File: src/design/assert_macros.svh
// Assertion macros shared by the sigmoid core.
// Expects clk_i and rst_ni in the scope of each use.
`ifndef ASSERT_MACROS_SVH
`define ASSERT_MACROS_SVH

// Implication checked at every rising edge outside reset.
`define SGM_ASSERT_IMP(lbl, ante, cons) \
  lbl: assert property (@(posedge clk_i) disable iff (!rst_ni) (ante) |-> (cons)) \
    else $error("sgm assertion failed");

// Condition that must never hold outside reset.
`define SGM_ASSERT_NEVER(lbl, cond) \
  lbl: assert property (@(posedge clk_i) disable iff (!rst_ni) !(cond)) \
    else $error("sgm forbidden condition seen");

`endif

File: src/design/sgm_pkg.sv
// Package for the quantized int8 sigmoid core: payload types, register codes,
// fixed-point constants and pipeline sizing. No dependencies.
`timescale 1ns / 1ps

package sgm_pkg;

  localparam int IN_SCALE_W  = 24;
  localparam int OUT_SCALE_W = 31;
  localparam int CFG_DATA_W  = 31;
  localparam int E_W         = 17;

  localparam logic [E_W-1:0] Q16_ONE     = 17'd65536;
  localparam logic [16:0]    INV_LN2_Q16 = 17'd94548;
  localparam logic [15:0]    C1_Q16      = 16'd45426;
  localparam logic [13:0]    C2_Q16      = 14'd15743;
  localparam logic [11:0]    C3_Q16      = 12'd3638;
  localparam logic [15:0]    SHIFT_LIMIT = 16'd31;

  localparam int EXP_STAGES = 7;
  localparam int OUT_STAGES = 3;

  localparam int DIV_Q_W     = 18;
  localparam int DIV_STEPS   = 2;
  localparam int DIV_STAGES  = DIV_Q_W / DIV_STEPS;
  localparam int DIV_REM_W   = 36;
  localparam int DIV_DEN_W   = 18;
  localparam logic [DIV_REM_W-1:0] DIV_NUM_POS = DIV_REM_W'(1) << 32;

  typedef enum logic [1:0] {
    REG_IN_SCALE      = 2'd0,
    REG_INV_OUT_SCALE = 2'd1,
    REG_CLAMP_LOW     = 2'd2,
    REG_CLAMP_HIGH    = 2'd3
  } sgm_reg_e;

  typedef struct packed {
    logic signed [7:0] sample;
    logic              last_in;
  } sgm_in_t;

  typedef struct packed {
    logic signed [7:0] activation;
    logic              last_out;
  } sgm_out_t;

  typedef struct packed {
    logic last;
    logic neg;
  } sgm_tag_t;

  typedef struct packed {
    logic           valid;
    sgm_tag_t       tag;
    logic [E_W-1:0] e;
  } sgm_exp_t;

  typedef struct packed {
    logic           valid;
    sgm_tag_t       tag;
    logic [E_W-1:0] q;
  } sgm_quo_t;

endpackage

File: src/design/sgm_out.sv
// Output stages: scale by inverse output scale, round at bit 32, clamp.
// Depends on sgm_pkg.
`timescale 1ns / 1ps

module sgm_out import sgm_pkg::*; (
  input  logic                   clk_i,
  input  logic                   rst_ni,
  input  logic                   en_i,
  input  sgm_quo_t               quo_i,
  input  logic [OUT_SCALE_W-1:0] inv_scale_i,
  input  logic signed [7:0]      clamp_low_i,
  input  logic signed [7:0]      clamp_high_i,
  output logic                   out_valid_o,
  output sgm_out_t               out_data_o
);

  logic [OUT_STAGES-1:0] vld_q;
  logic [OUT_STAGES-1:0] last_q;
  logic [47:0]           o1_prod_q;
  logic [47:0]           o2_sum;
  logic [15:0]           o2_v_q;
  logic signed [16:0]    o3_v, o3_lo, o3_hi, o3_c;
  logic signed [7:0]     o3_act_q;

  assign o2_sum = o1_prod_q + (48'(1) << 31);

  always_comb begin
    o3_v  = signed'({1'b0, o2_v_q});
    o3_lo = 17'(clamp_low_i);
    o3_hi = 17'(clamp_high_i);
    o3_c  = (o3_v < o3_lo) ? o3_lo : o3_v;
    o3_c  = (o3_c > o3_hi) ? o3_hi : o3_c;
  end

  always_ff @(posedge clk_i or negedge rst_ni) begin
    if (!rst_ni) begin
      vld_q <= '0;
    end else if (en_i) begin
      vld_q <= {vld_q[OUT_STAGES-2:0], quo_i.valid};
    end
  end

  always_ff @(posedge clk_i) begin
    if (en_i) begin
      last_q    <= {last_q[OUT_STAGES-2:0], quo_i.tag.last};
      o1_prod_q <= 48'(quo_i.q) * 48'(inv_scale_i);
      o2_v_q    <= o2_sum[47:32];
      o3_act_q  <= o3_c[7:0];
    end
  end

  assign out_valid_o = vld_q[OUT_STAGES-1];
  assign out_data_o  = '{activation: o3_act_q, last_out: last_q[OUT_STAGES-1]};

endmodule

File: config.mk
export PLATFORM = sky130hd
export DESIGN_NAME = sgm_out
export DESIGN_NICKNAME = d
export VERILOG_FILES = /design/src/design/assert_macros.svh /design/src/design/sgm_pkg.sv /design/src/design/sgm_out.sv
export SDC_FILE = /design/constraint.sdc
export NUM_CORES = 1
export LEC_CHECK = 0
export BUFFER_PORTS_ARGS = -buffer_cell sky130_fd_sc_hd__buf_4
export CAP_MARGIN = 20
export CORE_ASPECT_RATIO = 1.4
export CORE_MARGIN = 3
export CORE_UTILIZATION = 70
export CTS_CLUSTER_DIAMETER = 60
export CTS_CLUSTER_SIZE = 14
export DETAILED_ROUTE_END_ITERATION = 16
export GPL_ROUTABILITY_DRIVEN = 0
export PLACE_DENSITY = 0.89
export SLEW_MARGIN = 30
export SYNTH_ARGS = -nofsm -noshare
export SYNTH_HDL_FRONTEND = slang
export SYNTH_SLANG_ARGS = --single-unit
File: constraint.sdc
create_clock -name clk_i -period 6.4 [get_ports clk_i]
set_input_delay 0.32 -clock clk_i [delete_from_list [all_inputs] [get_ports clk_i]]
set_output_delay 0.32 -clock clk_i [all_outputs]
set_load 0.02 [all_outputs]
# Yosys cells after proc, flatten, opt, wreduce, memory -nomap -nowiden
# Index checks and enable logic that the tools add are counted.
dict set report totals {
  out_inout_bits 10
  ff_bits 78
  in_bits 70
}
dict set report op_classes {
  multipliers 1
  n_addsub 1
  n_lt_le_gt_ge 2
  muxes 2
}
# op n
set op_table {}
lappend op_table {{adder 48 x 32 -> 48 bit (second input constant)} 1}
lappend op_table {{multiplier 17 x 31 -> 48 bit} 1}
lappend op_table {{> comparator 17 x 8 -> 1 bit} 1}
lappend op_table {{< comparator 17 x 8 -> 1 bit} 1}
lappend op_table {{2-to-1 mux 17 bit} 1}
lappend op_table {{2-to-1 mux 8 bit} 1}

# Logic depth before layout (Yosys ltp)
dict set report depth {
  word_depth 4
  ltp_mapped 25
  mapped_depth_nobuf 23
}

# Least setup slack after synthesis
# No wires, ideal clock.
dict set report synth_timing {
  path_kind {input to register}
  startpoint {input inv_scale_i[28]}
  endpoint {register o1_prod_q[42], data pin}
  required_ns 6.220
  path_stages 24
  path_slack_ns 0.287
  arrival_ns 5.933
  path_cell_list {clkbuf_1 > clkbuf_1 > nand2_1 > fa_1 > inv_1 > fa_1 > inv_1 > fa_1 > inv_1 > fa_1 > fa_1 > inv_1 > fa_1 > inv_1 > ha_1 > a21oi_1 > o21ai_1 > a211oi_1 > nand4_2 > nand4_2 > a21o_4 > a31oi_4 > or4_1 > o311ai_1}
}
dict set report synth_via {
  elab_chain_cells 1
}
# item line_no
set synth_rtl {}
lappend synth_rtl {{from (decl)} sgm_out.sv:10} ;# input logic [OUT_SCALE_W-1:0] inv_scale_i,
lappend synth_rtl {{multiplier 17 x 31 -> 48 bit} sgm_out.sv:46} ;# o1_prod_q <= 48'(quo_i.q) * 48'(inv_scale_i);
lappend synth_rtl {{to (signal assigned)} sgm_out.sv:46}
lappend synth_rtl {{to (decl)} sgm_out.sv:19} ;# logic [47:0] o1_prod_q;
# No other way between the ends.
# A chain may end at the register's enable or synchronous reset.

# Final worst setup path
dict set report layout_timing {
  startpoint {input quo_i[11] (netlist bit)}
  endpoint {register o1_prod_q[44], data pin}
}
dict set report layout_via {
  elab_chain_cells 1
}
# item line_no
set layout_rtl {}
lappend layout_rtl {{from (decl)} sgm_out.sv:9} ;# input sgm_quo_t quo_i,
lappend layout_rtl {{multiplier 17 x 31 -> 48 bit} sgm_out.sv:46}
# No other way between the ends.

==> flow_summary_export.csv <==
group,metric,value,unit
run_status,status,"finished, final reports clean",
critical_path,startpoint_type,"input pin",
floorplan,fp-row-count,69,
clocking,cts_htree_levels,2,
synthesis,seq_area_frac_synth,7.528,%
grt,grt_usage,35.74,%
critical_path,crit_fanout,22,
synthesis,ys.flop_type,"edfxtp_1",
sta,setup-violations-final,0,
sta,whs,0.2051,ns
routing,drc_errors,0,
critical_path,critPathBufInv,4,
sta,post-route-period-util,96.64,%
synthesis,netlist_instances,2066,
place,hpwlAfterDp,36900,µm
grt,grt_max_degree,48,
synthesis,ys.warnings.count,0,
sta,skew,0.005298,ns
place,dpl_cell_area,19430,µm²
sta,worst_pin_slew,0.6289,ns
routing,vias_per_cell,6.060,
routing,dr.pass1.iters,8,
sta,slew_headroom,58.08,%
routing,drt-wirelength-per-cell,20.04,µm
layout,final_common_cell,"inv_1",
routing,drtIter0Drc,1078,
sta,rsz0062_at_grt,"false",
layout,antenna_cells,0,
floorplan,die_h,198.6,µm
clocking,cts.sinks,47,
layout,nets,2747,
critical_path,cp_data_arrival_time,6.23,ns
clocking,path_clk_slew,0.07,ns
layout,layout_common_cells,"inv_1, fa_1, nand2_1, and2_1, ha_1",
layout,nFillCells,1630,
grt,grt_pass1_wl,79450,µm
layout,drive_above_1_share,6.450,%
floorplan,die-area,28510,µm²
synthesis,ys_types,51,
clocking,cts_root_buf,"clkbuf_16",
layout,finalInstanceArea,19610,µm²
clocking,clkLatencyLatePin,0.29,ns
layout,layout.area.seq,1396,µm²
critical_path,slowest_stage,"fa_1",
layout,utilization,76.22,%
grt,grt_pass1_vias,16791,
sta,slew_violations,0,
floorplan,core-area,25730,µm²
floorplan,die_x,143.6,µm
clocking,post_cts_buffers,0,
synthesis,synth_fp_nets,2721,
grt,antenna_found_initial,1,
sta,max_clock_freq,161.7,MHz
synthesis,synthArstFlopShare,6.383,%
sta,hold_violations,0,
critical_path,critical_path_class,"in -> reg",
critical_path,crit_top_cell,"fa_1",
floorplan,initial_utilization,72.09,%
clocking,clockBufferDepth,2,
clocking,cts_buffers,5,
synthesis,synth_edf_count,44,
critical_path,cp_top_family,"adder cells",
routing,num_vias,14617,
clocking,tritoncts,"yes",
critical_path,path_cells,"buf_4 -> nand2_1 -> fa_1 -> inv_1 -> fa_1 -> fa_1 -> fa_1 -> fa_1 -> inv_1 -> fa_1 -> inv_1 -> ha_1 -> nand3_1 -> nor4_2 -> o211ai_1 -> nand4_2 -> nand4_2 -> o21bai_1 -> nor2b_1 -> a31oi_1 -> xnor2_1",
critical_path,cp_data_required_time,6.44,ns
run,max_cap_viol_count,0,
routing,ant_nets,0,
layout,synthToLayoutAreaGrowth,5.720,%
hold_path,worst_hold_path_type,"in -> reg",
critical_path,end_kind,"flop",
critical_path,critical-path-max-stage-delay,0.59,ns
synthesis,ys_ff_latch,47,
sta,fin_crit,6.185,ns
routing,drt_wl_total,48340,µm
floorplan,ios,80,
layout,multiInputGateArea,14870,µm²
place,port-buffer-count,78,
synthesis,avgSynthCellArea,8.978,µm²
synthesis,synth_area,18550,µm²
grt,overflow,0,
[final timing paths]
| check | slack (ns) | startpoint | end | cells after the start |
|---|---|---|---|---|
| setup / recovery | 0.22 | quo_i[11] | o1_prod_q[44] | 21 |
| hold / removal | 0.21 | quo_i[18] | last_q[0] | 1 |
| setup reg to reg | 1.35 | o2_v_q[1] | o3_act_q[6] | 21 |
| hold reg to reg | 0.42 | last_q[0] | last_q[1] | 0 |
| max in group asynchronous | 5.96 | rst_ni | vld_q[1] | 2 |
| min in group asynchronous | 0.35 | rst_ni | vld_q[0] | 2 |
[layer usage]
metal | vias to the layer above | track usage, % | routed length [µm]
met2 | 927 | 63.69 | 24940
li1 | 6096 | - | -
met1 | 7228 | 39.00 | 14660
met3 | 366 | 5.940 | 4621
met5 | - | 0 | 0
met4 | 0 | 22.99 | 4117
[through the flow]
stage | setup WS, ns | instances | TNS [ns]
final | 0.2152 | 2412 | 0
after global routing | 0.009619 | 2412 | 0
after CTS | 0.1877 | 2412 | 0
after detailed placement | -0.09981 | 2403 | -0.5316
after global placement | 0.02436 | 2403 | 0
after floorplan | 0.2874 | 2066 | 0
[final cells by class]
cell class | instances | area share [%]
clock buffers | 5 | 0.6381
repair buffers | 110 | 4.326
clock inverters | 3 | 0.1468
multi-input cells | 1412 | 75.86
flip-flops and latches | 47 | 7.121
inverters | 516 | 9.878
well taps | 319 | 2.035
[registers in the layout, summed over array words and instances, names as in the netlist]
| signal | count |
|---|---|
| o1_prod_q | 17 |
| vld_q | 3 |
| o2_v_q | 16 |
| o3_act_q | 8 |
| last_q | 3 |
[cell families after synthesis]
group | share of synthesized area [%]
buf+inv | 12.30
compound gates | 4.439
xor+xnor | 1.511
simple gates | 17.03
fa+ha+maj | 56.95
flops | 7.528
mux | 0.2361
[cell usage after synthesis, drive strengths merged (2+ instances only)]
| cell type | number | area share, % |
|---|---|---|
| inv | 516 | 10 |
| fa | 432 | 47 |
| nand2 | 376 | 7.6 |
| and2 | 205 | 6.9 |
| ha | 153 | 10 |
| clkbuf | 88 | 1.8 |
| edfxtp | 44 | 7.1 |
| a21oi | 42 | 1.2 |
| o21ai | 33 | 0.89 |
| xnor2 | 25 | 1.2 |
| a21o | 22 | 0.93 |
| nand3 | 21 | 0.57 |
| nor2 | 17 | 0.34 |
| and3 | 12 | 0.42 |
| nand4 | 12 | 0.47 |
| xor2 | 7 | 0.33 |
| a211oi | 6 | 0.24 |
| nor2b | 6 | 0.20 |
| nand2b | 5 | 0.17 |
| o21bai | 5 | 0.20 |
| a31oi | 4 | 0.22 |
| nor3 | 4 | 0.11 |
| buf | 3 | 0.081 |
| dfrtp | 3 | 0.40 |
| mux2 | 3 | 0.18 |
| nor4 | 2 | 0.10 |
| o211ai | 2 | 0.081 |
| o21a | 2 | 0.081 |
| o221ai | 2 | 0.094 |
[timing repair]
item	CTS	global route
endpoints found under the setup margin	0	7
gates resized for setup	0	4
hold endpoints to repair	3	0
hold buffers	1	0
Power is left out: the tool's default activity adds up to more than one toggle a clock period on the data nets, which glitch-free logic cannot reach.
