**src/design/assert_macros.svh**
```systemverilog
// Assertion macros shared by the sigmoid core.
// Expects clk_i and rst_ni in the scope of each use.
`ifndef ASSERT_MACROS_SVH
`define ASSERT_MACROS_SVH

// Implication checked at every rising edge outside reset.
`define SGM_ASSERT_IMP(lbl, ante, cons) \
  lbl: assert property (@(posedge clk_i) disable iff (!rst_ni) (ante) |-> (cons)) \
    else $error("sgm assertion failed");

// Condition that must never hold outside reset.
`define SGM_ASSERT_NEVER(lbl, cond) \
  lbl: assert property (@(posedge clk_i) disable iff (!rst_ni) !(cond)) \
    else $error("sgm forbidden condition seen");

`endif

```
**src/design/sgm_pkg.sv**
```systemverilog
// Package for the quantized int8 sigmoid core: payload types, register codes,
// fixed-point constants and pipeline sizing. No dependencies.
`timescale 1ns / 1ps

package sgm_pkg;

  localparam int IN_SCALE_W  = 24;
  localparam int OUT_SCALE_W = 31;
  localparam int CFG_DATA_W  = 31;
  localparam int E_W         = 17;

  localparam logic [E_W-1:0] Q16_ONE     = 17'd65536;
  localparam logic [16:0]    INV_LN2_Q16 = 17'd94548;
  localparam logic [15:0]    C1_Q16      = 16'd45426;
  localparam logic [13:0]    C2_Q16      = 14'd15743;
  localparam logic [11:0]    C3_Q16      = 12'd3638;
  localparam logic [15:0]    SHIFT_LIMIT = 16'd31;

  localparam int EXP_STAGES = 7;
  localparam int OUT_STAGES = 3;

  localparam int DIV_Q_W     = 18;
  localparam int DIV_STEPS   = 2;
  localparam int DIV_STAGES  = DIV_Q_W / DIV_STEPS;
  localparam int DIV_REM_W   = 36;
  localparam int DIV_DEN_W   = 18;
  localparam logic [DIV_REM_W-1:0] DIV_NUM_POS = DIV_REM_W'(1) << 32;

  typedef enum logic [1:0] {
    REG_IN_SCALE      = 2'd0,
    REG_INV_OUT_SCALE = 2'd1,
    REG_CLAMP_LOW     = 2'd2,
    REG_CLAMP_HIGH    = 2'd3
  } sgm_reg_e;

  typedef struct packed {
    logic signed [7:0] sample;
    logic              last_in;
  } sgm_in_t;

  typedef struct packed {
    logic signed [7:0] activation;
    logic              last_out;
  } sgm_out_t;

  typedef struct packed {
    logic last;
    logic neg;
  } sgm_tag_t;

  typedef struct packed {
    logic           valid;
    sgm_tag_t       tag;
    logic [E_W-1:0] e;
  } sgm_exp_t;

  typedef struct packed {
    logic           valid;
    sgm_tag_t       tag;
    logic [E_W-1:0] q;
  } sgm_quo_t;

endpackage

```
**src/design/sgm_exp.sv**
```systemverilog
// Seven-stage pipeline: input scaling and e^-|z| in Q16 via 2^(-k-f) cubic.
// Depends on sgm_pkg.
`timescale 1ns / 1ps

module sgm_exp import sgm_pkg::*; (
  input  logic                  clk_i,
  input  logic                  rst_ni,
  input  logic                  en_i,
  input  logic                  in_valid_i,
  input  sgm_in_t               in_data_i,
  input  logic [IN_SCALE_W-1:0] in_scale_i,
  output sgm_exp_t              exp_o
);

  logic [EXP_STAGES-1:0] vld_q;
  sgm_tag_t              tag_q [EXP_STAGES];
  sgm_tag_t              tag_d;

  // stage 1: |x| * scale
  logic [7:0]  mag;
  logic [31:0] s1_prod;
  logic [30:0] s1_a_q;

  // stage 2: times 1/ln2, split
  logic [47:0] s2_prod;
  logic [31:0] s2_t;
  logic [15:0] s2_f_q;
  logic [4:0]  s2_k_q;
  logic        s2_big_q;

  // stage 3
  logic [31:0] s3_ff, s3_m1;
  logic [15:0] s3_f_q, s3_f2_q, s3_c1_q;
  logic [4:0]  s3_k_q;
  logic        s3_big_q;

  // stage 4
  logic [31:0] s4_m3, s4_m2;
  logic [15:0] s4_f3_q, s4_c1_q, s4_c2_q;
  logic [4:0]  s4_k_q;
  logic        s4_big_q;

  // stage 5
  logic [31:0] s5_m;
  logic [15:0] s5_c1_q, s5_c2_q, s5_c3_q;
  logic [4:0]  s5_k_q;
  logic        s5_big_q;

  // stage 6: polynomial sum
  logic [18:0] s6_p;
  logic [17:0] s6_p_q;
  logic [4:0]  s6_k_q;
  logic        s6_big_q;

  // stage 7: rounded shift
  logic [30:0]    s7_rnd, s7_sum, s7_sh;
  logic [E_W-1:0] s7_e_d, s7_e_q;

  assign mag     = in_data_i.sample[7] ? (~in_data_i.sample + 8'd1) : in_data_i.sample;
  assign s1_prod = 32'(mag) * 32'(in_scale_i);
  assign tag_d   = '{last: in_data_i.last_in,
                     neg:  in_data_i.sample[7] & (in_scale_i != '0)};

  assign s2_prod = 48'(s1_a_q) * 48'(INV_LN2_Q16);
  assign s2_t    = s2_prod[47:16];

  assign s3_ff = 32'(s2_f_q) * 32'(s2_f_q);
  assign s3_m1 = 32'(s2_f_q) * 32'(C1_Q16);

  assign s4_m3 = 32'(s3_f2_q) * 32'(s3_f_q);
  assign s4_m2 = 32'(s3_f2_q) * 32'(C2_Q16);

  assign s5_m = 32'(s4_f3_q) * 32'(C3_Q16);

  assign s6_p = 19'(Q16_ONE) - 19'(s5_c1_q) + 19'(s5_c2_q) - 19'(s5_c3_q);

  always_comb begin
    s7_rnd = (s6_k_q == '0) ? '0 : (31'(1) << (s6_k_q - 5'd1));
    s7_sum = 31'(s6_p_q) + s7_rnd;
    s7_sh  = s7_sum >> s6_k_q;
    if (s6_big_q) begin
      s7_e_d = '0;
    end else if (s7_sh > 31'(Q16_ONE)) begin
      s7_e_d = Q16_ONE;
    end else begin
      s7_e_d = s7_sh[E_W-1:0];
    end
  end

  always_ff @(posedge clk_i or negedge rst_ni) begin
    if (!rst_ni) begin
      vld_q <= '0;
    end else if (en_i) begin
      vld_q <= {vld_q[EXP_STAGES-2:0], in_valid_i};
    end
  end

  always_ff @(posedge clk_i) begin
    if (en_i) begin
      tag_q[0] <= tag_d;
      for (int i = 1; i < EXP_STAGES; i++) begin
        tag_q[i] <= tag_q[i-1];
      end
      s1_a_q   <= s1_prod[30:0];
      s2_f_q   <= s2_t[15:0];
      s2_k_q   <= s2_t[20:16];
      s2_big_q <= (s2_t[31:16] >= SHIFT_LIMIT);
      s3_f_q   <= s2_f_q;
      s3_f2_q  <= s3_ff[31:16];
      s3_c1_q  <= s3_m1[31:16];
      s3_k_q   <= s2_k_q;
      s3_big_q <= s2_big_q;
      s4_f3_q  <= s4_m3[31:16];
      s4_c1_q  <= s3_c1_q;
      s4_c2_q  <= s4_m2[31:16];
      s4_k_q   <= s3_k_q;
      s4_big_q <= s3_big_q;
      s5_c1_q  <= s4_c1_q;
      s5_c2_q  <= s4_c2_q;
      s5_c3_q  <= s5_m[31:16];
      s5_k_q   <= s4_k_q;
      s5_big_q <= s4_big_q;
      s6_p_q   <= s6_p[18] ? '0 : s6_p[17:0];
      s6_k_q   <= s5_k_q;
      s6_big_q <= s5_big_q;
      s7_e_q   <= s7_e_d;
    end
  end

  assign exp_o = '{valid: vld_q[EXP_STAGES-1], tag: tag_q[EXP_STAGES-1], e: s7_e_q};

endmodule

```
**config.mk**
```make
export PLATFORM = sky130hd
export DESIGN_NAME = sgm_exp
export DESIGN_NICKNAME = d
export VERILOG_FILES = /design/src/design/assert_macros.svh /design/src/design/sgm_pkg.sv /design/src/design/sgm_exp.sv
export SDC_FILE = /design/constraint.sdc
export NUM_CORES = 2
export LEC_CHECK = 0
export ABC_AREA = 1
export BUFFER_PORTS_ARGS = -buffer_cell sky130_fd_sc_hd__buf_4
export CORE_MARGIN = 2
export CORE_UTILIZATION = 29
export CTS_BUF_LIST = sky130_fd_sc_hd__clkbuf_4 sky130_fd_sc_hd__clkbuf_8
export DETAILED_ROUTE_END_ITERATION = 12
export GPL_TIMING_DRIVEN = 0
export SLEW_MARGIN = 30
export SYNTH_ARGS = -nofsm -noshare
export SYNTH_HDL_FRONTEND = slang
export SYNTH_SLANG_ARGS = --single-unit
```
**constraint.sdc**
```tcl
create_clock -name clk_i -period 12.2 [get_ports clk_i]
set_clock_uncertainty 0.2 [all_clocks]
set_input_delay 1.83 -clock clk_i [delete_from_list [all_inputs] [get_ports clk_i]]
set_output_delay 1.83 -clock clk_i [all_outputs]
set_load 0.005 [all_outputs]
```
### Word level (Yosys, flattened, before mapping)

Memory sizes are Yosys's and may differ from the RTL's.
Cells that the tools add are included.

* memory bits (writable): 14
* output and inout bits: 20
* register bits after elaboration: 255
* input port bits: 37
* word-level logic and storage cells: 53
* memories: 1

Memory list
* tag_q: words 7, width 2, read ports 7, clocked after memory_dff 0, wr ports 7, RTL line sgm_exp.sv:16 `sgm_tag_t tag_q [EXP_STAGES];`

* multiplexer cells: 5
* bitwise logic cells: 2
* reduce and logical (&&, ||, !) cells: 3
* magnitude comparators: 2
* $mul: 7
* shift operators: 2
* add/sub/neg operators: 6

Operators by type and width (count)
* 16-bit by 16-bit multiplier with 32-bit output: 2
* 31-bit by 15-bit multiplier with 46-bit output, second input constant: 1
* 18-bit by 31-bit adder with 31-bit output: 1
* 31-bit by 17-bit > comparator with 1-bit output, second input constant: 1
* 16-bit by 15-bit multiplier with 31-bit output, second input constant: 1
* 8-bit by 24-bit multiplier with 31-bit output: 1
* 31-bit 2-to-1 mux: 1
* 1-bit by 5-bit << shifter with 31-bit output, first input constant: 1
* 31-bit by 5-bit >> shifter with 31-bit output: 1
* 16-bit by 14-bit multiplier with 30-bit output, second input constant: 1
* 16-bit by 11-bit multiplier with 27-bit output, second input constant: 1
* 24-bit nonzero test: 1
* 18-bit by 15-bit adder with 19-bit output: 1
* 19-bit by 12-bit subtractor with 19-bit output: 1
* 17-bit by 16-bit subtractor with 18-bit output, first input constant: 1
* 17-bit 2-to-1 mux: 1
* 16-bit by 5-bit >= comparator with 1-bit output, second input constant: 1
* 8-bit by 1-bit adder with 8-bit output, second input constant: 1
* 8-bit 2-to-1 mux: 1
* 8-bit inverter: 1
* 5-bit logical NOT: 1
* 5-bit by 1-bit subtractor with 5-bit output, second input constant: 1
* 1-bit 2-to-1 mux: 2
* 2-bit OR reduction: 1
* 1-bit AND: 1

### Longest topological paths before layout

* depth in word-level cells: 7
* depth in mapped cells: 34
* gate-level depth less buffers: 31

### Worst setup path before layout

No wires, ideal clock.

* path type: input -> register
* start: input port in_data_i[1] (netlist bit)
* end: register s1_a_q[26], data pin
* arrival: 7188 ps
* path buffers: 3
* path slack: 4550 ps
* stages on the path: 31
* cell sequence: clkbuf_1 > clkbuf_1 > inv_1 > ha_1 > inv_1 > nor3_1 > inv_1 > o31ai_1 > or2_2 > nand2_1 > clkbuf_1 > nand2_1 > fa_1 > fa_1 > inv_1 > fa_1 > inv_1 > fa_1 > inv_1 > ha_1 > inv_1 > o21bai_1 > nand2_1 > nand2_1 > a21oi_1 > inv_1 > a21oi_1 > o21ai_0 > a21oi_1 > o21bai_1 > xor2_1

* longest elaborated chain between the ends: 4

RTL lines
* from (decl): RTL line sgm_exp.sv:10 `input sgm_in_t in_data_i,`
* 8-bit inverter: RTL line sgm_exp.sv:59 `assign mag = in_data_i.sample[7] ? (~in_data_i.sample + 8'd1) : in_data_i.sample;`
* 8-bit by 1-bit adder with 8-bit output: RTL line sgm_exp.sv:59
* 8-bit 2-to-1 mux (*): RTL line sgm_exp.sv:59
* 8-bit by 24-bit multiplier with 31-bit output (*): RTL line sgm_exp.sv:60 `assign s1_prod = 32'(mag) * 32'(in_scale_i);`
* named net s1_prod[26]: RTL line sgm_exp.sv:21 `logic [31:0] s1_prod;`
* to (signal assigned): RTL line sgm_exp.sv:104 `s1_a_q <= s1_prod[30:0];`
* to (decl): RTL line sgm_exp.sv:22 `logic [30:0] s1_a_q;`

Mark *: on every way through the listed nets, which the timed path passes. The rest lies on a longest branch.
A chain may end at the register's enable or synchronous reset.

### Final worst setup path

* start: register s3_f2_q[8]
* end: register s4_f3_q[8], data pin

* longest elaborated chain between the ends: 1

RTL lines
* from (decl): RTL line sgm_exp.sv:33 `logic [15:0] s3_f_q, s3_f2_q, s3_c1_q;`
* from (signal assigned): RTL line sgm_exp.sv:109 `s3_f2_q <= s3_ff[31:16];`
* 16-bit by 16-bit multiplier with 32-bit output: RTL line sgm_exp.sv:70 `assign s4_m3 = 32'(s3_f2_q) * 32'(s3_f_q);`
* named net s4_m3[24]: RTL line sgm_exp.sv:38 `logic [31:0] s4_m3, s4_m2;`
* to (signal assigned): RTL line sgm_exp.sv:113 `s4_f3_q <= s4_m3[31:16];`
* to (decl): RTL line sgm_exp.sv:39 `logic [15:0] s4_f3_q, s4_c1_q, s4_c2_q;`

The timed path passes the listed nets, and every way through them passes these cells.

==> reports/metrics.cfg <==
[sta]
timing.fmax_mhz = 115
fin_ws_ns = 3.54
finalCritPeriodShare_pct = 71.0
setup_viol = 0
rsz0062_at_grt = false
setup_tns_ns = 0
period_needed_ns = 8.66
slew_headroom_pct = 31.5
hold_viol_final = 0
tightestPinTransition_ns = 1.02
report.final.slew_viol_count = 0

[synthesis]
yosys.area.top_type = fa_1
ys_seq_area_share_pct = 15.0
postSynthNetCount = 7687
ys_warn_count = 0
synth_edf_count = 262
synth_area_per_cell_um2 = 9.10
ys_types = 50
synth_top_area_share_pct = 33.9
ys_ff_latch = 269
synthFlopType = edfxtp_1
synth.top_cells.by_area = fa_1, ha_1, edfxtp_1
synthesis.area_um2 = 53700
synthArstFlopShare_pct = 2.60
synthCells = 5897

[critical_path]
critical_path_class = reg -> reg
r2r-start = s3_f2_q[8]
worstRegToRegCells = 24
worstPathMaxFanout = 10
crit_required_ns = 12.39
startpoint = s3_f2_q[8]
end_kind = flip-flop
start_kind = flip-flop
critPathArrivalTime_ns = 8.85

[clock_network]
root_buffer = clkbuf_8
htree_levels = 2
cts_setup_buffers = 0
hold_buffers = 0
clk_pin_slew_ns = 0.08
cts_buffers = 47
clockBufferDepth = 3
clock_latency_ns = 0.68
cts-resized-gates = 0
cts_tree = yes
cts_sinks = 269

[floorplanning]
core_um2 = 183000
start_util_pct = 29.2
io_pins = 57
dieArea_um2 = 188000
fp.dieW_um = 434
die_height_um = 434
std_cell_rows = 157

[layout]
largest_reg_flops = 31
syn2layout_area_growth_pct = 8.86
final_net_count = 7801
final_layout_size_suffix_gt1_share_pct = 3.41
largest_registers = s1_a_q x31, s6_p_q x18, s7_e_q x17
n_antenna_cell = 0
final_util_pct = 31.8
largest-register = s1_a_q
fillCellCount = 19182

[placement]
place_ws_ns = 3.24
place_congestion = 0.905
io_buffers = 54
hpwl_um = 106000

[grt]
grt_first_pass_wirelength_um = 207000
grt_pass1_vias = 40437
grt-ovfl-total = 0
antenna_found_initial = 0
grt_usage_pct = 13.5
grt_max_degree = 93

[drt]
viasPerCell = 4.42
firstDrtPassIters = 6
wl_um = 123000
vias = 37588
drt_iter0_drc = 1984
route.detailed.drc = 0
ant_nets = 0
post_drt_wl_per_cell_um = 14.5

[job]
maxCapViolCount = 0

[run_status]
status = finished, final reports clean

[hold_path]
min_delay_path_depth = 0
hp-start = s3_c1_q[5]
hold_class = reg -> reg

cell type report:
cell class	instances	area, µm²	area share (%)
inverter	1600	6010	10.3
multi-input combinational	3913	39200	67.0
timing repair buffer	65	589	1.01
clock inverter	28	344	0.589
buffer	115	455	0.780
clock buffer	59	737	1.26
tap	2464	3080	5.28
sequential	269	8040	13.8
cell families (layout without fill, tap and decap cells):
family	after synthesis	after routing	share of synthesized area, %
adder cells (fa/ha/maj)	1753	1753	53.6
multiplexers	1	1	0.0210
AND/OR/NAND/NOR	1523	1523	11.6
XOR/XNOR	185	185	3.02
buffers and inverters	1715	1867	12.0
flip-flops	269	269	15.0
AO/OA/AOI/OAI	451	451	4.73
synth_stat cells, types with 6 or more instances:
library cell,number
a21oi_1,229
xnor2_1,63
nand3_1,162
clkbuf_1,105
o21bai_1,11
nand2_2,8
nor3_1,25
o31ai_1,6
a21boi_0,9
a21o_1,20
dfrtp_1,7
o21ai_0,107
edfxtp_1,262
inv_2,10
nand2_1,974
a31oi_1,19
ha_1,844
xor2_1,122
or2_2,13
o211ai_1,10
o21a_1,13
nand4_1,34
nor2_1,265
a211oi_1,9
fa_1,909
nor2_2,14
nor4_1,14
inv_1,1586
through the flow:
stage	hold slack (ns)	cell area [µm²]	instances
6_report	0.163	58400	8513
3_3_place_gp	0.202	57100	8415
5_1_grt	0.156	58400	8513
4_1_cts	0.152	58400	8510
2_1_floorplan	0.200	53700	5897
3_5_place_dp	0.205	57300	8423
critical path, stage by stage (launching register included):
cell	delay [ns]
edfxtp_1	0.84
clkbuf_1	0.38
clkbuf_1	0.68
nand2_1	0.18
fa_1	0.55
inv_1	0.05
fa_1	0.48
inv_1	0.07
fa_1	0.51
inv_1	0.06
fa_1	0.53
inv_1	0.05
fa_1	0.52
inv_1	0.07
fa_1	0.45
ha_1	0.45
nand2_1	0.14
o21ai_0	0.83
a21oi_1	0.07
nand2_1	0.28
a21oi_1	0.15
o21ai_0	0.33
a21oi_1	0.19
o21ai_0	0.23
xor2_1	0.10
cells in the final DEF, fill, tap and decap left out, types with 54 or more instances in the layout:
| cell type | synthesis | final |
|---|---|---|
| nand3_1 | 162 | 162 |
| nand2_1 | 974 | 974 |
| xnor2_1 | 63 | 63 |
| buf_4 | 1 | 54 |
| a21oi_1 | 229 | 229 |
| nor2_1 | 265 | 265 |
| fa_1 | 909 | 909 |
| ha_1 | 844 | 844 |
| o21ai_0 | 107 | 107 |
| xor2_1 | 122 | 122 |
| clkbuf_1 | 105 | 105 |
| inv_1 | 1586 | 1586 |
| edfxtp_1 | 262 | 262 |
per-layer routing:
layer,track usage (%),vias up,part of all wire [%]
li1,-,18245,-
met1,18.0,18423,46
met2,23.3,757,48
met3,1.55,163,4.0
met4,3.16,0,2.2
met5,0,-,0
worst paths after layout:
| check | endpoint | slack [ns] |
|---|---|---|
| min | s4_c1_q[5] | 0.16 |
| max | s4_f3_q[8] | 3.54 |
| min in group asynchronous | vld_q[2] | 0.78 |
| min reg2reg | s4_c1_q[5] | 0.16 |
| max reg2reg | s4_f3_q[8] | 3.54 |
| max in group asynchronous | vld_q[3] | 10.89 |
Power is not shown: default switching activity piles up to over one toggle a cycle in this logic, so the estimate is an artifact.
