<file path="config.mk">
export PLATFORM = sky130hd
export DESIGN_NAME = sgm_div
export DESIGN_NICKNAME = d
export VERILOG_FILES = /design/src/design/assert_macros.svh /design/src/design/sgm_pkg.sv /design/src/design/sgm_div.sv
export SDC_FILE = /design/constraint.sdc
export NUM_CORES = 1
export LEC_CHECK = 0
export BUFFER_PORTS_ARGS = -buffer_cell sky130_fd_sc_hd__buf_2
export CORE_MARGIN = 8
export CORE_UTILIZATION = 30
export CTS_BUF_LIST = sky130_fd_sc_hd__clkbuf_16
export CTS_CLUSTER_DIAMETER = 50
export DETAILED_ROUTE_END_ITERATION = 6
export GPL_TIMING_DRIVEN = 0
export PLACE_DENSITY_LB_ADDON = 0.25
export SKIP_CTS_REPAIR_TIMING = 1
export SYNTH_ARGS = -nofsm -noshare
export SYNTH_HDL_FRONTEND = slang
export SYNTH_SLANG_ARGS = --single-unit
</file>
<file path="constraint.sdc">
create_clock -name clk_i -period 7.2 [get_ports clk_i]
set_input_delay 1.44 -clock clk_i [delete_from_list [all_inputs] [get_ports clk_i]]
set_output_delay 1.44 -clock clk_i [all_outputs]
set_load 0.05 [all_outputs]
</file>
<file path="src/design/assert_macros.svh">
// Assertion macros shared by the sigmoid core.
// Expects clk_i and rst_ni in the scope of each use.
`ifndef ASSERT_MACROS_SVH
`define ASSERT_MACROS_SVH

// Implication checked at every rising edge outside reset.
`define SGM_ASSERT_IMP(lbl, ante, cons) \
  lbl: assert property (@(posedge clk_i) disable iff (!rst_ni) (ante) |-> (cons)) \
    else $error("sgm assertion failed");

// Condition that must never hold outside reset.
`define SGM_ASSERT_NEVER(lbl, cond) \
  lbl: assert property (@(posedge clk_i) disable iff (!rst_ni) !(cond)) \
    else $error("sgm forbidden condition seen");

`endif

</file>
<file path="src/design/sgm_pkg.sv">
// Package for the quantized int8 sigmoid core: payload types, register codes,
// fixed-point constants and pipeline sizing. No dependencies.
`timescale 1ns / 1ps

package sgm_pkg;

  localparam int IN_SCALE_W  = 24;
  localparam int OUT_SCALE_W = 31;
  localparam int CFG_DATA_W  = 31;
  localparam int E_W         = 17;

  localparam logic [E_W-1:0] Q16_ONE     = 17'd65536;
  localparam logic [16:0]    INV_LN2_Q16 = 17'd94548;
  localparam logic [15:0]    C1_Q16      = 16'd45426;
  localparam logic [13:0]    C2_Q16      = 14'd15743;
  localparam logic [11:0]    C3_Q16      = 12'd3638;
  localparam logic [15:0]    SHIFT_LIMIT = 16'd31;

  localparam int EXP_STAGES = 7;
  localparam int OUT_STAGES = 3;

  localparam int DIV_Q_W     = 18;
  localparam int DIV_STEPS   = 2;
  localparam int DIV_STAGES  = DIV_Q_W / DIV_STEPS;
  localparam int DIV_REM_W   = 36;
  localparam int DIV_DEN_W   = 18;
  localparam logic [DIV_REM_W-1:0] DIV_NUM_POS = DIV_REM_W'(1) << 32;

  typedef enum logic [1:0] {
    REG_IN_SCALE      = 2'd0,
    REG_INV_OUT_SCALE = 2'd1,
    REG_CLAMP_LOW     = 2'd2,
    REG_CLAMP_HIGH    = 2'd3
  } sgm_reg_e;

  typedef struct packed {
    logic signed [7:0] sample;
    logic              last_in;
  } sgm_in_t;

  typedef struct packed {
    logic signed [7:0] activation;
    logic              last_out;
  } sgm_out_t;

  typedef struct packed {
    logic last;
    logic neg;
  } sgm_tag_t;

  typedef struct packed {
    logic           valid;
    sgm_tag_t       tag;
    logic [E_W-1:0] e;
  } sgm_exp_t;

  typedef struct packed {
    logic           valid;
    sgm_tag_t       tag;
    logic [E_W-1:0] q;
  } sgm_quo_t;

endpackage

</file>
<file path="src/design/sgm_div.sv">
// Pipelined restoring divider forming the Q16 logistic, two quotient bits per stage.
// Depends on sgm_pkg.
`timescale 1ns / 1ps

module sgm_div import sgm_pkg::*; (
  input  logic     clk_i,
  input  logic     rst_ni,
  input  logic     en_i,
  input  sgm_exp_t exp_i,
  output sgm_quo_t quo_o
);

  logic [DIV_STAGES:0]   vld_q;
  sgm_tag_t              tag_q [DIV_STAGES+1];
  logic [DIV_DEN_W-1:0]  den_q [DIV_STAGES+1];
  logic [DIV_REM_W-1:0]  rem_q [DIV_STAGES+1];
  logic [DIV_Q_W-1:0]    quo_q [DIV_STAGES+1];
  logic [DIV_REM_W-1:0]  rem_d [DIV_STAGES+1];
  logic [DIV_Q_W-1:0]    quo_d [DIV_STAGES+1];
  logic [DIV_DEN_W-1:0]  den_d;

  always_comb begin
    logic [DIV_REM_W-1:0] r, dsh;
    logic [DIV_Q_W-1:0]   q;
    logic                 take;
    den_d    = DIV_DEN_W'(Q16_ONE) + DIV_DEN_W'(exp_i.e);
    rem_d[0] = exp_i.tag.neg ? (DIV_REM_W'(exp_i.e) << 16) : DIV_NUM_POS;
    quo_d[0] = '0;
    for (int g = 0; g < DIV_STAGES; g++) begin
      r = rem_q[g];
      q = quo_q[g];
      for (int s = 0; s < DIV_STEPS; s++) begin
        dsh  = DIV_REM_W'(den_q[g]) << (DIV_Q_W - 1 - g * DIV_STEPS - s);
        take = (r >= dsh);
        if (take) begin
          r = r - dsh;
        end
        q = {q[DIV_Q_W-2:0], take};
      end
      rem_d[g+1] = r;
      quo_d[g+1] = q;
    end
  end

  always_ff @(posedge clk_i or negedge rst_ni) begin
    if (!rst_ni) begin
      vld_q <= '0;
    end else if (en_i) begin
      vld_q <= {vld_q[DIV_STAGES-1:0], exp_i.valid};
    end
  end

  always_ff @(posedge clk_i) begin
    if (en_i) begin
      tag_q[0] <= exp_i.tag;
      den_q[0] <= den_d;
      for (int g = 1; g <= DIV_STAGES; g++) begin
        tag_q[g] <= tag_q[g-1];
        den_q[g] <= den_q[g-1];
      end
      for (int g = 0; g <= DIV_STAGES; g++) begin
        rem_q[g] <= rem_d[g];
        quo_q[g] <= quo_d[g];
      end
    end
  end

  assign quo_o = '{valid: vld_q[DIV_STAGES], tag: tag_q[DIV_STAGES],
                   q: quo_q[DIV_STAGES][E_W-1:0]};

endmodule

</file>
== Word-level counts from Yosys, hierarchy flattened ==
Memories as Yosys holds them, arrays and structs flattened.
Index checks and enable logic that the tools add are counted.
Widths: inputs -> output; s select.

* Flip-flop bits (word level): 10
* Memories: 4
* Input port bits: 23
* RAM bits: 740
* Word-level logic and storage cells: 63

{| class="wikitable"
|+ Memory list
! name !! depth !! bits a word !! read ports !! clocked after Yosys merged registers in !! wr ports !! RTL line !! text
|-
| rem_q || 10 || 36 || 9 || 0 || 10 || sgm_div.sv:16 || <nowiki>logic [DIV_REM_W-1:0] rem_q [DIV_STAGES+1];</nowiki>
|-
| den_q || 10 || 18 || 9 || 0 || 10 || sgm_div.sv:15 || <nowiki>logic [DIV_DEN_W-1:0] den_q [DIV_STAGES+1];</nowiki>
|-
| quo_q || 10 || 18 || 10 || 0 || 10 || sgm_div.sv:17 || <nowiki>logic [DIV_Q_W-1:0] quo_q [DIV_STAGES+1];</nowiki>
|-
| tag_q || 10 || 2 || 10 || 0 || 10 || sgm_div.sv:14 || <nowiki>sgm_tag_t tag_q [DIV_STAGES+1];</nowiki>
|}

* Multiplexer cells: 21
* Magnitude comparators: 18
* Add/sub/neg operators: 19

{| class="wikitable"
|+ Operators with widths
! operator !! count
|-
| $mux 36 || 18
|-
| $ge 36x18->1 || 1
|-
| $ge 36x19->1 || 1
|-
| $ge 36x20->1 || 1
|-
| $ge 36x21->1 || 1
|-
| $ge 36x22->1 || 1
|-
| $ge 36x23->1 || 1
|-
| $ge 36x24->1 || 1
|-
| $ge 36x25->1 || 1
|-
| $ge 36x26->1 || 1
|-
| $ge 36x27->1 || 1
|-
| $ge 36x28->1 || 1
|-
| $ge 36x29->1 || 1
|-
| $ge 36x30->1 || 1
|-
| $ge 36x31->1 || 1
|-
| $ge 36x32->1 || 1
|-
| $ge 36x33->1 || 1
|-
| $ge 36x34->1 || 1
|-
| $ge 36x35->1 || 1
|-
| $sub 36x18->36 || 1
|-
| $sub 36x19->36 || 1
|-
| $sub 36x20->36 || 1
|-
| $sub 36x21->36 || 1
|-
| $sub 36x22->36 || 1
|-
| 16 further kinds || 17
|}

== Logic depth before layout (Yosys ltp) ==
Gate-level depths: netlist of run 1.
An unclocked memory read counts as a cell.

* Word-level depth: 5
* Mapped depth: 28

== Least setup slack after synthesis of run 1 ==
OpenSTA, ideal clock, no wires.

* Kind: register to register
* Start: mem den_q[0][1]
* End: mem rem_q[1][17], data pin
* Cell stages (with the launch flop): 26
* Data arrival time: 5,871 ps
* Setup slack: 1,069 ps
* Clock period less this slack: 6,131 ps
* Setup time: 260 ps
* Buffers on the path: 2
* Cell sequence: edfxtp_1 inv_1 ha_1 nor2b_1 o21ai_0 a21boi_0 o21ai_0 a211oi_1 o21ai_0 a21oi_1 o31ai_1 clkbuf_1 mux2_2 ha_1 a21o_1 a21oi_1 o21ai_0 a21oi_1 o21bai_1 a21o_1 a221oi_1 a21oi_1 or4_1 clkbuf_1 inv_1 mux2_2

{| class="wikitable"
|+ RTL lines
! item !! RTL line
|-
| start: declaration || sgm_div.sv:15
|-
| end: declaration || sgm_div.sv:16
|}

==> impl_metrics.csv, run 1 <==
group,metric,value,unit
run_status,status,"finished clean",
place,io_buffers,42,
cts,clk_path_buf_depth,3,
worst_setup_path,crit_required,7.60,ns
place,pre_cts_slack,-0.308,ns
synthesis,synth_area_leader_cell,"edfxtp_1",
sta,finalCritPeriodShare,0.950,
floorplanning,ios,43,
worst_setup_path,crit_buf_inv,5,
floorplanning,row_count,129,
synthesis,syn_area,37300,µm²
sta,slew_violations,0,
sta,worst_pin_slew,1.09,ns
power_and_ir_drop,power_leakage,16.4,nW
worst_setup_path,critical_path.max_fanout,10,
floorplanning,die_h,369,µm
worst_setup_path,setup.worst_path.start_class,"register",
synthesis,syn_inst,3758,
worst_setup_path,arrival,7.24,ns
synthesis,yosysUniqueCellTypes,107,
floorplanning,initial_core_util,0.302,
cts,clk_pin_slew,0.06,ns
min_path,hp-class,"register to register",
sta,final.setup_skew,0.0179,ns
global_route,grt_pass1_vias,27300,
global_route,grt_max_degree,106,
sta,fin_crit,6.84,ns
synthesis,avgSynthCellArea,9.93,µm²
worst_setup_path,cp_top_family,"simple AND/OR/NAND/NOR gates",
floorplanning,dieWidth,369,µm
cts,worstSkewPairLatency,0.65,ns
worst_setup_path,cp_slowest_cell,"nor4b_4",
detailed_routing,vias_per_cell,5.09,
cts,htree_levels,3,
detailed_routing,drt_pass1_iterations,6,
cts,cts_root_buffer,"clkbuf_16",
synthesis,synth_edf_count,496,
finish,layout-drive-gt1-share,0.0995,
global_route,grt_use_total,0.138,
worst_setup_path,max_stage_delay,0.72,ns
finish,area_growth,13.6,%
detailed_routing,drc,0,
cts,cts_tree,"yes",
synthesis,ys_ff_latch,506,
worst_setup_path,cp-end-kind,"register",
cts,clock_sinks,506,
synthesis,yosys_warnings,0,
place,dp_cells,5442,
finish,final_nets,4230,
sta,max_freq,0.146,GHz
run,maxCapViolations,0,
sta,hold_violations,0,
power_and_ir_drop,powerDensity,480,nW/µm²
detailed_routing,vias,28400,
synthesis,synthTopCellsByArea,"edfxtp_1, ha_1, xnor2_1, a21oi_1, mux2_2",
synthesis,syn_nets,4104,
cts,tritoncts.num_buffers,72,
synthesis,synth-main-ff-cell,"edfxtp_1",
worst_setup_path,crit_type,"register to register",
sta,setup_slack,0.358,ns
detailed_routing,drtIter0Drc,1950,
detailed_routing,routed_wirelength,97.3,mm
global_route,grt_overflow,0,
sta,setup-tns-final,0,ns
place,globalplace.congestion,0.841,
synthesis,seq_area_frac_synth,0.406,
finish,instances_no_fill,5578,
sta,slew_headroom,0.263,
sta,setup_viol,0,
global_route,grt_pass1_wl,152,mm
global_route,antenna_found_initial,0,
synthesis,synth_top_cell_area_share,0.399,
floorplanning,design.core.area,124000,µm²
detailed_routing,ant_nets,0,
power_and_ir_drop,ir_worst_vdd,220,µV
place,dp_hpwl,77.3,mm
floorplanning,die_area,136000,µm²
synthesis,async_flop_share,0.0198,
worst_setup_path,cp_cell_sequence,"inv_1 -> ha_1 -> nor2b_1 -> o211ai_1 -> and3_1 -> or4_1 -> buf_2 -> a311oi_4 -> nor3_4 -> buf_2 -> nand2_1 -> o31ai_1 -> ha_1 -> a2111o_1 -> o21bai_1 -> nand4_1 -> a311oi_1 -> o22ai_1 -> nand3b_1 -> o2111ai_1 -> nor4b_4 -> buf_4 -> buf_4 -> mux2_1",
detailed_routing,wl_per_cell,17.4,µm
-- synth_stat cells, types with 28 or more instances --
master    number
nand3_1       48
clkbuf_1      45
nor4_1        29
edfxtp_1     496
o21bai_1      39
xnor2_1      224
mux2_2       102
nor2b_1       52
nor2_1       241
nand4_1       59
nand2b_1      49
nor3_1       100
a21oi_1      290
o21ai_0      228
a31oi_1       28
and2_1        41
a21o_1       128
nand2_1      300
or3_1         34
xor2_1       109
ha_1         313
o31ai_1       32
inv_1        271
o21a_1        57
-- state kept, by name, summed over array words and instances (netlist names) --
| signal | count |
|---|---|
| quo_q | 81 |
| den_q | 162 |
| vld_q | 10 |
| rem_q | 233 |
| tag_q | 20 |
-- layer usage --
| metal | part of all wire | track usage |
|---|---|---|
| met4 | 0.023 | 0.0357 |
| met3 | 0.042 | 0.0231 |
| met2 | 0.46 | 0.228 |
| met5 | 0 | 0 |
| met1 | 0.47 | 0.188 |
-- worst paths after layout --
kind                             start  slack (ns)           end  cells after the start
max                        den_q[6][1]        0.36  rem_q[7][11]                     24
min                        tag_q[4][1]        0.41   tag_q[5][1]                      0
max reg2reg                den_q[6][1]        0.36  rem_q[7][11]                     24
min reg2reg                tag_q[4][1]        0.41   tag_q[5][1]                      0
max in group asynchronous       rst_ni        6.36      vld_q[2]                      1
min in group asynchronous       rst_ni        0.64      vld_q[1]                      1
-- worst reg2reg max path: cells and delay by family (launching register included) --
family	cells	cell delay, ns
AND/OR/NAND/NOR	8	2.27
AO/OA/AOI/OAI	8	1.78
multiplexers	1	0.36
flip-flops	1	0.44
adder cells (fa/ha/maj)	2	0.60
buffers and inverters	5	1.15
-- where the power goes --
group	total, mW	internal (mW)	switching, mW
clock network	3.67	2.21	1.45
logic	11.7	5.21	6.47
registers	5.02	4.44	0.583
total	20.4	11.9	8.51
-- cell families after synthesis --
group,share of synthesized area
AOI/OAI and AO/OA,0.177
adders and majority gates,0.110
muxes,0.0445
buffers and inverters,0.0366
and+or+nand+nor,0.147
xor gates and xnor gates,0.0781
DFF,0.406
-- cells in the final DEF, fill, tap and decap left out, drive strengths merged, types with 12 or more instances in the layout --
cell type,count
inv,299
and3,21
nor4,31
edfxtp,496
or3,35
nor2,242
nand2,300
nand4,59
or2,14
or4,22
a21o,128
buf,76
and2,42
clkbuf,116
nand3,50
a31oi,29
a2111oi,12
a211oi,24
ha,313
xor2,109
o31ai,33
nand2b,49
o21ai,234
nor3,105
clkinv,22
nor2b,52
o21bai,39
o211ai,27
mux2,134
a21oi,290
a21boi,16
o21a,57
xnor2,224
-- final cells by class --
cell class                      count  area, µm²
Tap cell                         1637       2050
Buffer                             67        335
Clock buffer                       72       1800
Sequential cell                   506      15100
Multi-Input combinational cell   2906      20900
Antenna cell                        1       2.50
Timing Repair Buffer               53        403
Clock inverter                     58        718
Inverter                          278       1050
Fill cell                       12700      81200
-- per-stage QoR --
stage	total power [mW]	instance area, µm²	util	hold slack [ns]
floorplan	14.0	37300	-	0.400
global placement	16.6	39600	0.320	0.401
detailed placement	16.6	39700	0.321	0.405
CTS	20.4	42300	0.342	0.410
global route	22.1	42400	0.343	0.423
finish	20.4	42400	0.343	0.414
Power figures use the tool's default switching activity.
==> run 2: changes to the inputs <==
--- a/config.mk
+++ b/config.mk
@@ -10,9 +10,9 @@
 export CORE_UTILIZATION = 30
 export CTS_BUF_LIST = sky130_fd_sc_hd__clkbuf_16
 export CTS_CLUSTER_DIAMETER = 50
+export CTS_CLUSTER_SIZE = 14
 export DETAILED_ROUTE_END_ITERATION = 6
 export GPL_TIMING_DRIVEN = 0
-export PLACE_DENSITY_LB_ADDON = 0.25
 export SKIP_CTS_REPAIR_TIMING = 1
 export SYNTH_ARGS = -nofsm -noshare
 export SYNTH_HDL_FRONTEND = slang
==> run 2 against run 1 <==
Against the previous run: die area did not move; fmax fell by 0.40%; global-route usage fell by 1.0 points; critical path depth fell by 2; sequential cell count did not move; hold slack got worse by 0.0025 ns; power fell by 0.55%; clock-buffer cell count rose by 5; largest power group unchanged.
==> impl_metrics.csv, run 2 (synthesis results as in run 1) <==
group,metric,value,unit
finish,instances_no_fill,5580,
cts,clk_pin_slew,0.06,ns
detailed_routing,routed_wirelength,89.6,mm
global_route,antenna_found_initial,2,
global_route,grt_overflow,0,
min_path,hp-class,"register to register",
cts,clk_path_buf_depth,3,
run,maxCapViolations,0,
place,globalplace.congestion,0.855,
finish,largest_reg_flops,233,
global_route,grt_use_total,0.128,
sta,final.setup_skew,0.0272,ns
place,dp_cells,5441,
sta,slew_headroom,0.284,
floorplanning,die_h,369,µm
worst_setup_path,setup.worst_path.start_class,"register",
detailed_routing,ant_nets,0,
sta,setup_viol,0,
detailed_routing,drt_pass1_iterations,6,
floorplanning,ios,43,
place,io_buffers,42,
power_and_ir_drop,powerDensity,477,nW/µm²
finish,largest_register,"rem_q",
detailed_routing,wl_per_cell,16.1,µm
sta,hold_ws,0.411,ns
sta,setup_slack,0.330,ns
floorplanning,design.core.area,124000,µm²
sta,fin_crit,6.87,ns
finish,layout-drive-gt1-share,0.101,
worst_setup_path,cp-end-kind,"register",
finish,reg_top3,"rem_q: 233 flops, den_q: 162 flops, quo_q: 81 flops",
cts,worstSkewPairLatency,0.67,ns
finish,final_nets,4228,
finish,fin_area,42500,µm²
detailed_routing,drtIter0Drc,1312,
cts,clock_sinks,506,
floorplanning,initial_core_util,0.302,
global_route,grt_pass1_wl,143,mm
global_route,grt_max_degree,119,
sta,worst_pin_slew,1.06,ns
worst_setup_path,arrival,7.27,ns
worst_setup_path,crit_type,"register to register",
floorplanning,die_area,136000,µm²
finish,mostFrequentLayoutCells,"edfxtp_1, ha_1, nand2_1",
power_and_ir_drop,power_leakage,16.4,nW
global_route,grt_pass1_vias,28000,
sta,rsz0062_at_grt,"no",
run_status,status,"finished clean",
sta,hold_violations,0,
cts,cts_tree,"yes",
sta,finalCritPeriodShare,0.954,
floorplanning,dieWidth,369,µm
detailed_routing,vias_per_cell,5.01,
detailed_routing,vias,28000,
worst_setup_path,rrSetupSlack,0.33,ns
finish,final_common_cell,"edfxtp_1",
finish,area_growth,13.8,%
cts,htree_levels,3,
power_and_ir_drop,ir_worst_vdd,240,µV
sta,slew_violations,0,
worst_setup_path,critical_path.max_fanout,10,
worst_setup_path,crit_required,7.60,ns
floorplanning,row_count,129,
cts,tritoncts.num_buffers,76,
detailed_routing,drc,0,
sta,max_freq,0.146,GHz
cts,cts_root_buffer,"clkbuf_16",
sta,setup-tns-final,0,ns
place,placed_area,39700,µm²
place,dp_hpwl,71.3,mm
place,pre_cts_slack,-0.404,ns
## run 2: cell count changes in the layout (fill, tap and decap cells not counted), sizes merged
cell	delta
bufinv	-1
clkinvlp	+5
clkbuf	+3
nor4b	+1
inv	-3
buf	-5
clkinv	+2
## run 2: worst max-delay path, stage by stage (launching register included)
cell      delay, ns
edfxtp_1       0.46
inv_1          0.16
ha_1           0.26
nor2b_1        0.15
o31ai_1        0.40
a31oi_1        0.23
a41oi_1        0.53
o211a_1        0.23
buf_2          0.24
clkbuf_1       0.42
nand2_1        0.10
o21ai_0        0.13
ha_1           0.33
a21oi_1        0.23
o21ai_0        0.26
a211oi_1       0.54
o31ai_1        0.21
nor3_1         0.33
nand2_1        0.09
nor2_1         0.48
inv_1          0.11
clkbuf_1       0.31
mux2_1         0.39
## run 2: path summary, 6_finish.rpt
check	from	end	depth (start not counted)
hold / removal	quo_q[7][2]	quo_q[8][4]	0
setup reg to reg	den_q[3][1]	rem_q[4][26]	22
max in group asynchronous	rst_ni	vld_q[6]	1
setup / recovery	den_q[3][1]	rem_q[4][26]	22
min in group asynchronous	rst_ni	vld_q[7]	1
hold reg to reg	quo_q[7][2]	quo_q[8][4]	0
## run 2: layout make-up
cell class              instances  area, µm²
diodes                          1       2.50
plain buffers                  65        324
well taps                    1637       2050
fillers                     12600      81200
clock buffers                  77       1930
inverters                     278       1050
clock inverters                61        731
repair buffers                 48        345
multi-input cells            2907      20900
flip-flops and latches        506      15100
## run 2: per-stage QoR
stage / total power, mW / util
after floorplan: 14.0 / -
after global placement: 16.3 / 0.320
after detailed placement: 16.3 / 0.321
after CTS: 20.3 / 0.343
after global routing: 21.9 / 0.344
final: 20.3 / 0.344
## run 2: where the power goes
group | switching (mW) | internal, mW | leakage, nW
clock | 1.51 | 2.31 | 1.27
combinational | 6.31 | 5.21 | 10.3
sequential | 0.489 | 4.43 | 4.87
total | 8.31 | 11.9 | 16.4
## run 2: metal layers
layer | share of wire | vias up | global-route usage
met5 | 0 | - | 0
met4 | 0.043 | 0 | 0.0549
met3 | 0.031 | 192 | 0.0219
met2 | 0.51 | 489 | 0.240
met1 | 0.42 | 13000 | 0.141
li1 | - | 14300 | -
==> run 3: changes to the inputs <==
--- a/config.mk
+++ b/config.mk
@@ -6,6 +6,8 @@
 export NUM_CORES = 1
 export LEC_CHECK = 0
 export BUFFER_PORTS_ARGS = -buffer_cell sky130_fd_sc_hd__buf_2
+export CELL_PAD_IN_SITES_DETAIL_PLACEMENT = 1
+export CELL_PAD_IN_SITES_GLOBAL_PLACEMENT = 1
 export CORE_MARGIN = 8
 export CORE_UTILIZATION = 30
 export CTS_BUF_LIST = sky130_fd_sc_hd__clkbuf_16
@@ -13,6 +15,7 @@
 export CTS_CLUSTER_SIZE = 14
 export DETAILED_ROUTE_END_ITERATION = 6
 export GPL_TIMING_DRIVEN = 0
+export PLACE_DENSITY_LB_ADDON = 0.1
 export SKIP_CTS_REPAIR_TIMING = 1
 export SYNTH_ARGS = -nofsm -noshare
 export SYNTH_HDL_FRONTEND = slang
==> run 3 against run 2 <==
Against the previous run: hold slack worse by 0.0052 ns; power up 4.1%; clock skew up 0.018 ns; wire length grew 24%; first-iteration DRC count rose by 9.5%; global-route usage increased by 3.1 points; worst setup slack improved by 0.10 ns; die area stayed put; core utilization rose by 0.19 points; clock-buffer cell count grew 3.
==> impl_metrics.csv, run 3 (synthesis results as in run 1) <==
group,metric,value,unit
cts,worstSkewPairLatency,0.68,ns
worst_setup_path,arrival,7.18,ns
sta,setup-tns-final,0,ns
floorplanning,dieWidth,369,µm
sta,fin_crit,6.77,ns
finish,largest_register,"rem_q",
finish,instances_no_fill,5591,
finish,mostFrequentLayoutCells,"edfxtp_1, ha_1, nand2_1",
worst_setup_path,crit_buf_inv,6,
worst_setup_path,max_stage_delay,0.65,ns
sta,final.setup_skew,0.0454,ns
cts,clk_pin_slew,0.06,ns
detailed_routing,ant_nets,0,
place,globalplace.congestion,0.791,
global_route,grt_overflow,0,
detailed_routing,vias_per_cell,5.10,
place,io_buffers,42,
worst_setup_path,critical_path.max_fanout,10,
cts,cts_tree,"yes",
cts,clock_sinks,506,
power_and_ir_drop,p_total,21.1,mW
finish,final_nets,4235,
detailed_routing,wl_per_cell,19.9,µm
power_and_ir_drop,ir_worst_vdd,203,µV
floorplanning,design.core.area,124000,µm²
sta,setup_viol,0,
sta,finalCritPeriodShare,0.940,
power_and_ir_drop,powerDensity,494,nW/µm²
cts,htree_levels,3,
detailed_routing,vias,28500,
worst_setup_path,cp-end-kind,"register",
global_route,grt_pass1_wl,172,mm
worst_setup_path,setup.worst_path.start_class,"register",
floorplanning,initial_core_util,0.302,
finish,antenna_cells,0,
place,dp_cells,5441,
floorplanning,row_count,129,
global_route,grt_use_total,0.159,
finish,layout-drive-gt1-share,0.107,
detailed_routing,drc,0,
finish,reg_top3,"rem_q: 233 flops, den_q: 162 flops, quo_q: 81 flops",
sta,hold_violations,0,
floorplanning,die_area,136000,µm²
sta,worst_pin_slew,1.20,ns
sta,max_freq,0.148,GHz
min_path,hp-class,"register to register",
finish,area_growth,14.4,%
cts,cts_root_buffer,"clkbuf_16",
detailed_routing,drtIter0Drc,1437,
cts,clk_path_buf_depth,3,
floorplanning,die_h,369,µm
run_status,status,"finished clean",
global_route,antenna_found_initial,1,
detailed_routing,routed_wirelength,111,mm
power_and_ir_drop,power_leakage,16.6,nW
global_route,grt_max_degree,122,
worst_setup_path,cp_cell_sequence,"inv_1 -> ha_1 -> clkbuf_1 -> nand4_1 -> or4_1 -> o21ai_1 -> or2_2 -> o22ai_2 -> clkbuf_1 -> clkbuf_2 -> o31ai_1 -> ha_1 -> o21a_1 -> o21ai_0 -> o32ai_2 -> nand4_1 -> a31oi_1 -> a21oi_1 -> and3_1 -> and2_2 -> inv_2 -> buf_6 -> mux2_4",
floorplanning,ios,43,
run,maxCapViolations,0,
cts,tritoncts.num_buffers,79,
worst_setup_path,crit_required,7.61,ns
global_route,grt_pass1_vias,29400,
worst_setup_path,crit_type,"register to register",
worst_setup_path,cp_slowest_cell,"or4_1",
detailed_routing,drt_pass1_iterations,5,
finish,final_core_util,0.346,
sta,slew_violations,0,
sta,slew_headroom,0.192,
finish,largest_reg_flops,233,
finish,final_common_cell,"edfxtp_1",
worst_setup_path,cp_top_family,"compound AO/OA/AOI/OAI gates",
place,dp_hpwl,89.6,mm
[run 3: worst paths after layout]
kind	startpoint	end	slack (ns)	cells after the start
min	quo_q[5][6]	quo_q[6][8]	0.41	0
max in group asynchronous	rst_ni	vld_q[7]	6.40	1
min in group asynchronous	rst_ni	vld_q[2]	0.61	1
max	den_q[7][11]	rem_q[8][13]	0.43	23
max reg2reg	den_q[7][11]	rem_q[8][13]	0.43	23
min reg2reg	quo_q[5][6]	quo_q[6][8]	0.41	0
[run 3: cell type report]
cell class / count / area, µm²
Fill cell: 14100 / 80900
Multi-Input combinational cell: 2906 / 20900
Sequential cell: 506 / 15100
Tap cell: 1637 / 2050
Clock buffer: 80 / 2000
Inverter: 278 / 1050
Clock inverter: 66 / 821
Timing Repair Buffer: 53 / 395
Buffer: 65 / 334
[run 3: routing by layer]
metal / vias up / GRT usage / part of all wire
met1: 13900 / 0.217 / 0.48
met2: 293 / 0.269 / 0.48
met5: - / 0 / 0
li1: 14200 / - / -
met4: 0 / 0.0379 / 0.016
met3: 103 / 0.0186 / 0.028
[run 3: worst reg2reg max path: stages (launching register included)]
cell,delay (ns)
edfxtp_1,0.40
inv_1,0.09
ha_1,0.28
clkbuf_1,0.32
nand4_1,0.20
or4_1,0.65
o21ai_1,0.27
or2_2,0.16
o22ai_2,0.12
clkbuf_1,0.30
clkbuf_2,0.30
o31ai_1,0.43
ha_1,0.36
o21a_1,0.19
o21ai_0,0.37
o32ai_2,0.22
nand4_1,0.18
a31oi_1,0.12
a21oi_1,0.35
and3_1,0.31
and2_2,0.28
inv_2,0.14
buf_6,0.19
mux2_4,0.31
[run 3: where the power goes]
part / total [mW] / switching, mW / internal (mW)
registers: 5.05 / 0.613 / 4.44
logic: 12.0 / 6.81 / 5.23
clock network: 3.99 / 1.59 / 2.41
total: 21.1 / 9.01 / 12.1
[run 3: through the flow]
stage                     cell area [µm²]  worst slack [ns]  hold slack (ns)
after floorplan                     37300              1.07            0.400
final                               42700             0.430            0.406
after CTS                           42500            -0.599            0.398
after global placement              39600             -3.86            0.400
after detailed placement            39700            -0.540            0.405
after global routing                42700           -0.0509            0.419
